File: config.mk
export PLATFORM = sky130hd
export DESIGN_NAME = top_k_best_fit_keeper
export DESIGN_NICKNAME = d
export VERILOG_FILES = /design/src/rtl/core/tkbf_pkg.sv /design/src/rtl/core/tkbf_ctrl.sv /design/src/rtl/core/tkbf_datapath.sv /design/src/rtl/core/top_k_best_fit_keeper.sv
export SDC_FILE = /design/constraint.sdc
export NUM_CORES = 1
export LEC_CHECK = 0
export ABC_AREA = 0
export BUFFER_PORTS_ARGS = -buffer_cell sky130_fd_sc_hd__buf_2
export CAP_MARGIN = 20
export CORE_MARGIN = 4
export CORE_UTILIZATION = 45
export CTS_CLUSTER_SIZE = 20
export DETAILED_ROUTE_END_ITERATION = 10
export HOLD_SLACK_MARGIN = 0.05
export PLACE_DENSITY_LB_ADDON = 0.15
export SLEW_MARGIN = 5
export SYNTH_ARGS = -nofsm -noshare
export SYNTH_HDL_FRONTEND = slang
export SYNTH_SLANG_ARGS = --single-unit
File: constraint.sdc
create_clock -name clk -period 5.7 [get_ports clk]
set_input_delay 1.14 -clock clk [delete_from_list [all_inputs] [get_ports clk]]
set_output_delay 1.14 -clock clk [all_outputs]
set_load 0.1 [all_outputs]
File: src/rtl/core/tkbf_pkg.sv
package tkbf_pkg;

    localparam int DEFAULT_LIST_DEPTH = 8;

    localparam int SCORE_W = 16;
    localparam int DIST_W  = 16;
    localparam int MODEL_W = 8;
    localparam int LOC_W   = 16;
    localparam int COUNT_W = 4;
    localparam int RANK_W  = 3;

    typedef struct packed {
        logic [SCORE_W-1:0]        score;
        logic [DIST_W-1:0]         peak_dist;
        logic [MODEL_W-1:0]        model;
        logic signed [LOC_W-1:0]   x;
        logic signed [LOC_W-1:0]   y;
        logic signed [LOC_W-1:0]   z;
    } entry_t;

    typedef enum logic [1:0] {
        ST_IDLE,
        ST_INSERT,
        ST_DONE
    } state_t;

    typedef struct packed {
        logic load_cand;
        logic do_insert;
    } cmd_t;

endpackage

File: src/rtl/core/tkbf_ctrl.sv
module tkbf_ctrl
(
    input  logic            clk,
    input  logic            rst_n,
    input  logic            in_valid,
    output logic            in_stall,
    output logic            out_valid,
    input  logic            out_stall,
    output tkbf_pkg::cmd_t  cmd
);

    tkbf_pkg::state_t state_reg;
    tkbf_pkg::state_t state_next;

    always_ff @(posedge clk or negedge rst_n)
    begin
        if (!rst_n)
        begin
            state_reg <= tkbf_pkg::ST_IDLE;
        end
        else
        begin
            state_reg <= state_next;
        end
    end

    always_comb
    begin
        state_next = state_reg;
        unique case (state_reg)
            tkbf_pkg::ST_IDLE:
            begin
                if (in_valid)
                begin
                    state_next = tkbf_pkg::ST_INSERT;
                end
            end
            tkbf_pkg::ST_INSERT:
            begin
                state_next = tkbf_pkg::ST_DONE;
            end
            tkbf_pkg::ST_DONE:
            begin
                if (!out_stall)
                begin
                    state_next = tkbf_pkg::ST_IDLE;
                end
            end
            default:
            begin
                state_next = tkbf_pkg::ST_IDLE;
            end
        endcase
    end

    always_comb
    begin
        in_stall      = 1'b1;
        out_valid     = 1'b0;
        cmd.load_cand = 1'b0;
        cmd.do_insert = 1'b0;
        unique case (state_reg)
            tkbf_pkg::ST_IDLE:
            begin
                in_stall      = 1'b0;
                cmd.load_cand = in_valid;
            end
            tkbf_pkg::ST_INSERT:
            begin
                cmd.do_insert = 1'b1;
            end
            tkbf_pkg::ST_DONE:
            begin
                out_valid = 1'b1;
            end
            default:
            begin
                in_stall = 1'b1;
            end
        endcase
    end

endmodule

File: src/rtl/core/tkbf_datapath.sv
module tkbf_datapath
#(
    parameter int LIST_DEPTH = tkbf_pkg::DEFAULT_LIST_DEPTH
)
(
    input  logic                                 clk,
    input  logic                                 rst_n,
    input  tkbf_pkg::cmd_t                       cmd,
    input  logic [tkbf_pkg::SCORE_W-1:0]         score,
    input  logic [tkbf_pkg::DIST_W-1:0]          peak_dist,
    input  logic [tkbf_pkg::MODEL_W-1:0]         model_idx,
    input  logic signed [tkbf_pkg::LOC_W-1:0]    loc_x,
    input  logic signed [tkbf_pkg::LOC_W-1:0]    loc_y,
    input  logic signed [tkbf_pkg::LOC_W-1:0]    loc_z,
    output logic [tkbf_pkg::SCORE_W-1:0]         best_score,
    output logic [tkbf_pkg::DIST_W-1:0]          best_peak_dist,
    output logic [tkbf_pkg::MODEL_W-1:0]         best_model,
    output logic signed [tkbf_pkg::LOC_W-1:0]    best_x,
    output logic signed [tkbf_pkg::LOC_W-1:0]    best_y,
    output logic signed [tkbf_pkg::LOC_W-1:0]    best_z,
    output logic [tkbf_pkg::COUNT_W-1:0]         kept_count,
    output logic                                 accepted,
    output logic [tkbf_pkg::RANK_W-1:0]          insert_rank
);

    localparam int CW = $clog2(LIST_DEPTH + 1);
    localparam int RW = (LIST_DEPTH > 1) ? $clog2(LIST_DEPTH) : 1;

    tkbf_pkg::entry_t cand_reg;
    tkbf_pkg::entry_t entries_reg  [LIST_DEPTH];
    tkbf_pkg::entry_t entries_next [LIST_DEPTH];
    logic [CW-1:0]    count_reg;
    logic [CW-1:0]    count_next;

    tkbf_pkg::entry_t res_entry_reg;
    logic [CW-1:0]    res_count_reg;
    logic             res_take_reg;
    logic [RW-1:0]    res_rank_reg;

    logic [LIST_DEPTH-1:0] le;
    logic [LIST_DEPTH-1:0] ins;
    logic                  full;
    logic                  take;
    logic [RW-1:0]         rank_enc;
    logic [CW+3:0]         count_wide;
    logic [RW+2:0]         rank_wide;

    always_ff @(posedge clk)
    begin
        if (cmd.load_cand)
        begin
            cand_reg.score     <= score;
            cand_reg.peak_dist <= peak_dist;
            cand_reg.model     <= model_idx;
            cand_reg.x         <= loc_x;
            cand_reg.y         <= loc_y;
            cand_reg.z         <= loc_z;
        end
    end

    assign full = (count_reg == CW'(LIST_DEPTH));
    assign take = !full || (cand_reg.score < entries_reg[LIST_DEPTH-1].score);

    // Kept scores are ascending, so le is a run of ones from rank zero;
    // the candidate lands on the first cell whose le is clear.
    for (genvar i = 0; i < LIST_DEPTH; i++)
    begin : g_cell
        assign le[i] = (CW'(i) < count_reg) && (entries_reg[i].score <= cand_reg.score);

        if (i == 0)
        begin : g_head
            assign ins[i] = !le[i];

            always_comb
            begin
                entries_next[i] = entries_reg[i];
                if (cmd.do_insert && take && !le[i])
                begin
                    entries_next[i] = cand_reg;
                end
            end
        end
        else
        begin : g_body
            assign ins[i] = !le[i] && le[i-1];

            always_comb
            begin
                entries_next[i] = entries_reg[i];
                if (cmd.do_insert && take && !le[i])
                begin
                    entries_next[i] = ins[i] ? cand_reg : entries_reg[i-1];
                end
            end
        end

        always_ff @(posedge clk)
        begin
            entries_reg[i] <= entries_next[i];
        end
    end

    always_comb
    begin
        rank_enc = '0;
        for (int i = 0; i < LIST_DEPTH; i++)
        begin
            if (ins[i])
            begin
                rank_enc = rank_enc | RW'(i);
            end
        end
    end

    always_comb
    begin
        count_next = count_reg;
        if (cmd.do_insert && take && !full)
        begin
            count_next = count_reg + CW'(1);
        end
    end

    always_ff @(posedge clk or negedge rst_n)
    begin
        if (!rst_n)
        begin
            count_reg <= '0;
        end
        else
        begin
            count_reg <= count_next;
        end
    end

    // Capture the result alongside the list update.
    always_ff @(posedge clk)
    begin
        if (cmd.do_insert)
        begin
            res_entry_reg <= (take && ins[0]) ? cand_reg : entries_reg[0];
            res_count_reg <= count_next;
            res_take_reg  <= take;
            res_rank_reg  <= take ? rank_enc : '0;
        end
    end

    assign count_wide = {4'b0, res_count_reg};
    assign rank_wide  = {3'b0, res_rank_reg};

    assign best_score     = res_entry_reg.score;
    assign best_peak_dist = res_entry_reg.peak_dist;
    assign best_model     = res_entry_reg.model;
    assign best_x         = res_entry_reg.x;
    assign best_y         = res_entry_reg.y;
    assign best_z         = res_entry_reg.z;
    assign kept_count     = count_wide[3:0];
    assign accepted       = res_take_reg;
    assign insert_rank    = rank_wide[2:0];

endmodule

File: src/rtl/core/top_k_best_fit_keeper.sv
// Keeps the LIST_DEPTH lowest-score candidate fits in ascending order, equal
// scores in arrival order. For each item the candidate is first captured, then
// every list cell compares against it and shifts or loads in parallel, then the
// result (rank zero entry, count, accepted flag and insert rank) is presented.
// The block takes one item at a time, so a stall on the output holds off the
// next item. Once the list is full, a candidate is kept only if its score is
// strictly below the worst kept score; the worst entry then drops off.
module top_k_best_fit_keeper
#(
    parameter int LIST_DEPTH = tkbf_pkg::DEFAULT_LIST_DEPTH
)
(
    input  logic                                 clk,
    input  logic                                 rst_n,
    input  logic                                 in_valid,
    output logic                                 in_stall,
    input  logic [tkbf_pkg::SCORE_W-1:0]         score,
    input  logic [tkbf_pkg::DIST_W-1:0]          peak_dist,
    input  logic [tkbf_pkg::MODEL_W-1:0]         model_idx,
    input  logic signed [tkbf_pkg::LOC_W-1:0]    loc_x,
    input  logic signed [tkbf_pkg::LOC_W-1:0]    loc_y,
    input  logic signed [tkbf_pkg::LOC_W-1:0]    loc_z,
    output logic                                 out_valid,
    input  logic                                 out_stall,
    output logic [tkbf_pkg::SCORE_W-1:0]         best_score,
    output logic [tkbf_pkg::DIST_W-1:0]          best_peak_dist,
    output logic [tkbf_pkg::MODEL_W-1:0]         best_model,
    output logic signed [tkbf_pkg::LOC_W-1:0]    best_x,
    output logic signed [tkbf_pkg::LOC_W-1:0]    best_y,
    output logic signed [tkbf_pkg::LOC_W-1:0]    best_z,
    output logic [tkbf_pkg::COUNT_W-1:0]         kept_count,
    output logic                                 accepted,
    output logic [tkbf_pkg::RANK_W-1:0]          insert_rank
);

    tkbf_pkg::cmd_t cmd;

    tkbf_ctrl u_ctrl
    (
        .clk       (clk),
        .rst_n     (rst_n),
        .in_valid  (in_valid),
        .in_stall  (in_stall),
        .out_valid (out_valid),
        .out_stall (out_stall),
        .cmd       (cmd)
    );

    tkbf_datapath
    #(
        .LIST_DEPTH (LIST_DEPTH)
    )
    u_datapath
    (
        .clk            (clk),
        .rst_n          (rst_n),
        .cmd            (cmd),
        .score          (score),
        .peak_dist      (peak_dist),
        .model_idx      (model_idx),
        .loc_x          (loc_x),
        .loc_y          (loc_y),
        .loc_z          (loc_z),
        .best_score     (best_score),
        .best_peak_dist (best_peak_dist),
        .best_model     (best_model),
        .best_x         (best_x),
        .best_y         (best_y),
        .best_z         (best_z),
        .kept_count     (kept_count),
        .accepted       (accepted),
        .insert_rank    (insert_rank)
    );

endmodule
==> results.py <==
metrics = {
    "setup_path": {
        "worstPathRequired_ns": 5.98,
        "critPathMaxFanout": 17,
        "worstPathArrival_ns": 4.65,
        "crit_path_start_kind": "flip-flop",
        "rr_worst_depth": 8,
        "r2r-end": "u_datapath.entries_reg[1][85]",
        "timing_worst_setup_path_type": "reg2reg",
        "reg2reg_slack_ns": 1.33,
        "timing.rr.start": "u_datapath.cand_reg[86]",
        "endpoint_kind": "flip-flop",
    },
    "detailed_routing": {
        "drt-total-wl_um": 41100,
        "drc_errors": 0,
        "drtPass1Iterations": 5,
        "vias": 9960,
        "avgViaCountPerCell": 5.43,
        "routedWlPerCell_um": 22.4,
        "ant_nets": 0,
        "drt-initial-drc-count": 755,
    },
    "synthesis": {
        "yosysUniqueCellTypes": 57,
        "synth_edf_count": 384,
        "post-synth-top-count-cell": "edfxtp_1",
        "yosysTopAreaCellShare_pct": 66.3,
        "yosysTopAreaCell": "edfxtp_1",
        "synth-seq-cells": 390,
        "syn_area_um2": 17400,
        "synth.avg_cell_area_um2": 16.4,
        "synth_area_leaders": "edfxtp_1 (66%), mux2_2 (11%), ha_1 (9.3%)",
        "yosysWarnings": 0,
        "synth_top_cells_by_count": "edfxtp_1 (384), mux2_2 (169), ha_1 (130)",
        "syn-num-nets": 1281,
        "async_reset_ff_share_pct": 1.54,
        "ys_seq_area_share_pct": 67.1,
        "synthCells": 1059,
        "ys.flop_type": "edfxtp_1",
    },
    "cells_and_area": {
        "design_area_um2": 20400,
        "largest_reg_flops": 200,
        "num-nets-final": 1511,
        "area_growth_pct": 17.4,
        "drive_gt1_share_pct": 35.5,
    },
    "run_status": {
        "status": "finished, final reports clean",
    },
    "timing": {
        "final-hold-violation-count": 0,
        "setup_tns_ns": 0,
        "period_share_pct": 76.7,
        "max_freq_mhz": 229,
        "grt_setup_unrepaired": "no",
        "worst_pin_slew_ns": 1.09,
        "relSlewSlack_pct": 27.2,
        "fin_worst_skew_ns": 0.0130,
        "setup_viol": 0,
        "drv_slew": 0,
        "period_minus_slack_ns": 4.37,
    },
    "floorplan": {
        "start_util_pct": 45.9,
        "die_h_um": 205,
        "num_io_pins": 190,
        "num_rows": 71,
        "die_x_um": 205,
        "die_area_um2": 41900,
        "coreArea_um2": 37900,
    },
    "clock_network": {
        "post-cts-setup-buffers": 0,
        "cts_tree": "yes",
        "cts_htree_levels": 2,
        "clock_path_buffers": 3,
        "cts_buffers": 42,
        "root_buffer": "clkbuf_16",
        "insertion_delay_ns": 0.54,
        "cts_sinks": 390,
        "cts-resized-gates": 0,
        "cts_hold_buf": 0,
        "clk_pin_slew_ns": 0.06,
    },
    "grt": {
        "grt_pass1_wl_um": 62300,
        "track_usage_pct": 19.6,
        "grt_max_degree": 76,
        "antenna_found_initial": 10,
        "grt_pass1_vias": 10200,
        "grt_overflow": 0,
    },
    "placement": {
        "gp_congestion": 0.894,
        "port_buffers": 189,
        "placed_area_um2": 19100,
        "dp.final_hpwl_um": 28800,
    },
    "pwr": {
        "p_per_area_nw_per_um2": 609,
        "p_leak_nw": 7.71,
        "peakVddDrop_v": 0.000343,
    },
    "flow_run": {
        "maxCapViolations": 0,
    },
    "hold_path": {
        "min_path_type": "in2async",
    },
}
-- routing by layer --
metal | global-route usage (%) | vias up | part of all wire [%] | routed length, um
met5 | 0 | - | 0.24 | 99
met4 | 4.74 | 14 | 2.1 | 853
met3 | 6.28 | 79 | 7.9 | 3240
met2 | 29.9 | 284 | 45 | 18700
met1 | 27.5 | 4950 | 44 | 18200
li1 | - | 4633 | - | -
-- worst max-delay path: stages, from the launching register on --
cell	delay [ns]
edfxtp_1	0.53
inv_1	0.30
ha_1	0.32
a21oi_1	0.17
nand2_1	0.09
a211oi_1	0.59
nor4b_1	0.78
a211o_1	0.90
mux2_2	0.42
-- cell families (layout without fill, tap and decap cells) --
family                   after synthesis  in the layout  share of synthesized area (%)
buffers and inverters                 72            332                           1.87
flip-flops                           390            390                           67.1
AO/OA/AOI/OAI                        148            148                           5.33
multiplexers                         187            187                           12.3
adder cells (fa/ha/maj)              130            130                           9.35
other                                  0              3                              0
AND/OR/NAND/NOR                      130            130                           3.91
XOR/XNOR                               2              2                          0.101
-- through the flow --
step	setup slack, ns	std cells	util, %	power, mW	hold WS [ns]
3_5_place_dp	1.36	1753	50.3	9.88	0.428
5_1_grt	1.06	1830	53.8	13.1	0.413
2_1_floorplan	0.333	1059	-	8.59	0.420
3_3_place_gp	1.46	1751	50.2	9.83	0.422
6_report	1.33	1833	53.9	12.4	0.423
4_1_cts	1.36	1827	53.7	12.5	0.400
-- final cells by class --
type	instances	area, um^2
clock buffers	52	1110
diodes	3	7.51
multi-input cells	597	5450
clock inverters	22	189
repair buffers	210	1180
well taps	511	639
fillers	3101	17500
flip-flops and latches	390	11700
inverters	48	180
-- where the power goes --
part / switching [mW] / internal (mW)
combinational: 3.56 / 1.58
clock: 1.09 / 1.52
sequential: 0.361 / 4.33
total: 5.01 / 7.43
-- placed cells by master, fill, tap and decap left out, types with 3 or more instances in the layout --
cell type / Yosys / final
edfxtp_1: 384 / 384
buf_2: 14 / 189
mux2_2: 169 / 169
ha_1: 130 / 130
a21oi_1: 53 / 53
inv_1: 47 / 47
o21ai_0: 44 / 44
clkbuf_16: 0 / 43
nand2_1: 40 / 40
nand4_1: 28 / 28
buf_4: 4 / 15
nor2_1: 17 / 12
mux2_4: 11 / 11
nand3_1: 10 / 10
a21o_1: 9 / 9
clkinv_1: 1 / 9
clkbuf_1: 3 / 9
nor2b_1: 8 / 7
mux2i_1: 7 / 7
a211oi_1: 6 / 6
clkinv_2: 0 / 6
dfrtp_1: 6 / 6
nor3_1: 7 / 5
o211ai_1: 5 / 5
nand2b_1: 4 / 4
o21ai_1: 4 / 4
nor2_2: 1 / 4
clkinvlp_4: 0 / 4
diode_2: 0 / 3
nor4_1: 3 / 3
a211o_1: 3 / 3
a41oi_1: 3 / 3
bufinv_16: 0 / 3
buf_8: 0 / 3
-- worst max path at each step --
stage	from	end	slack, ns	depth (start not counted)
floorplan	in_valid	u_datapath.cand_reg[0]	0.33	2
global placement	u_datapath.cand_reg[81]	u_datapath.entries_reg[0][63]	1.46	9
detailed placement	u_datapath.cand_reg[81]	u_datapath.best_y[11]	1.36	9
CTS	u_datapath.cand_reg[81]	u_datapath.best_score[4]	1.36	9
global route	u_datapath.cand_reg[86]	u_datapath.entries_reg[0][67]	1.06	9
finish	u_datapath.cand_reg[86]	u_datapath.entries_reg[1][85]	1.33	8
Note: power is estimated with default switching activity, not from simulation.
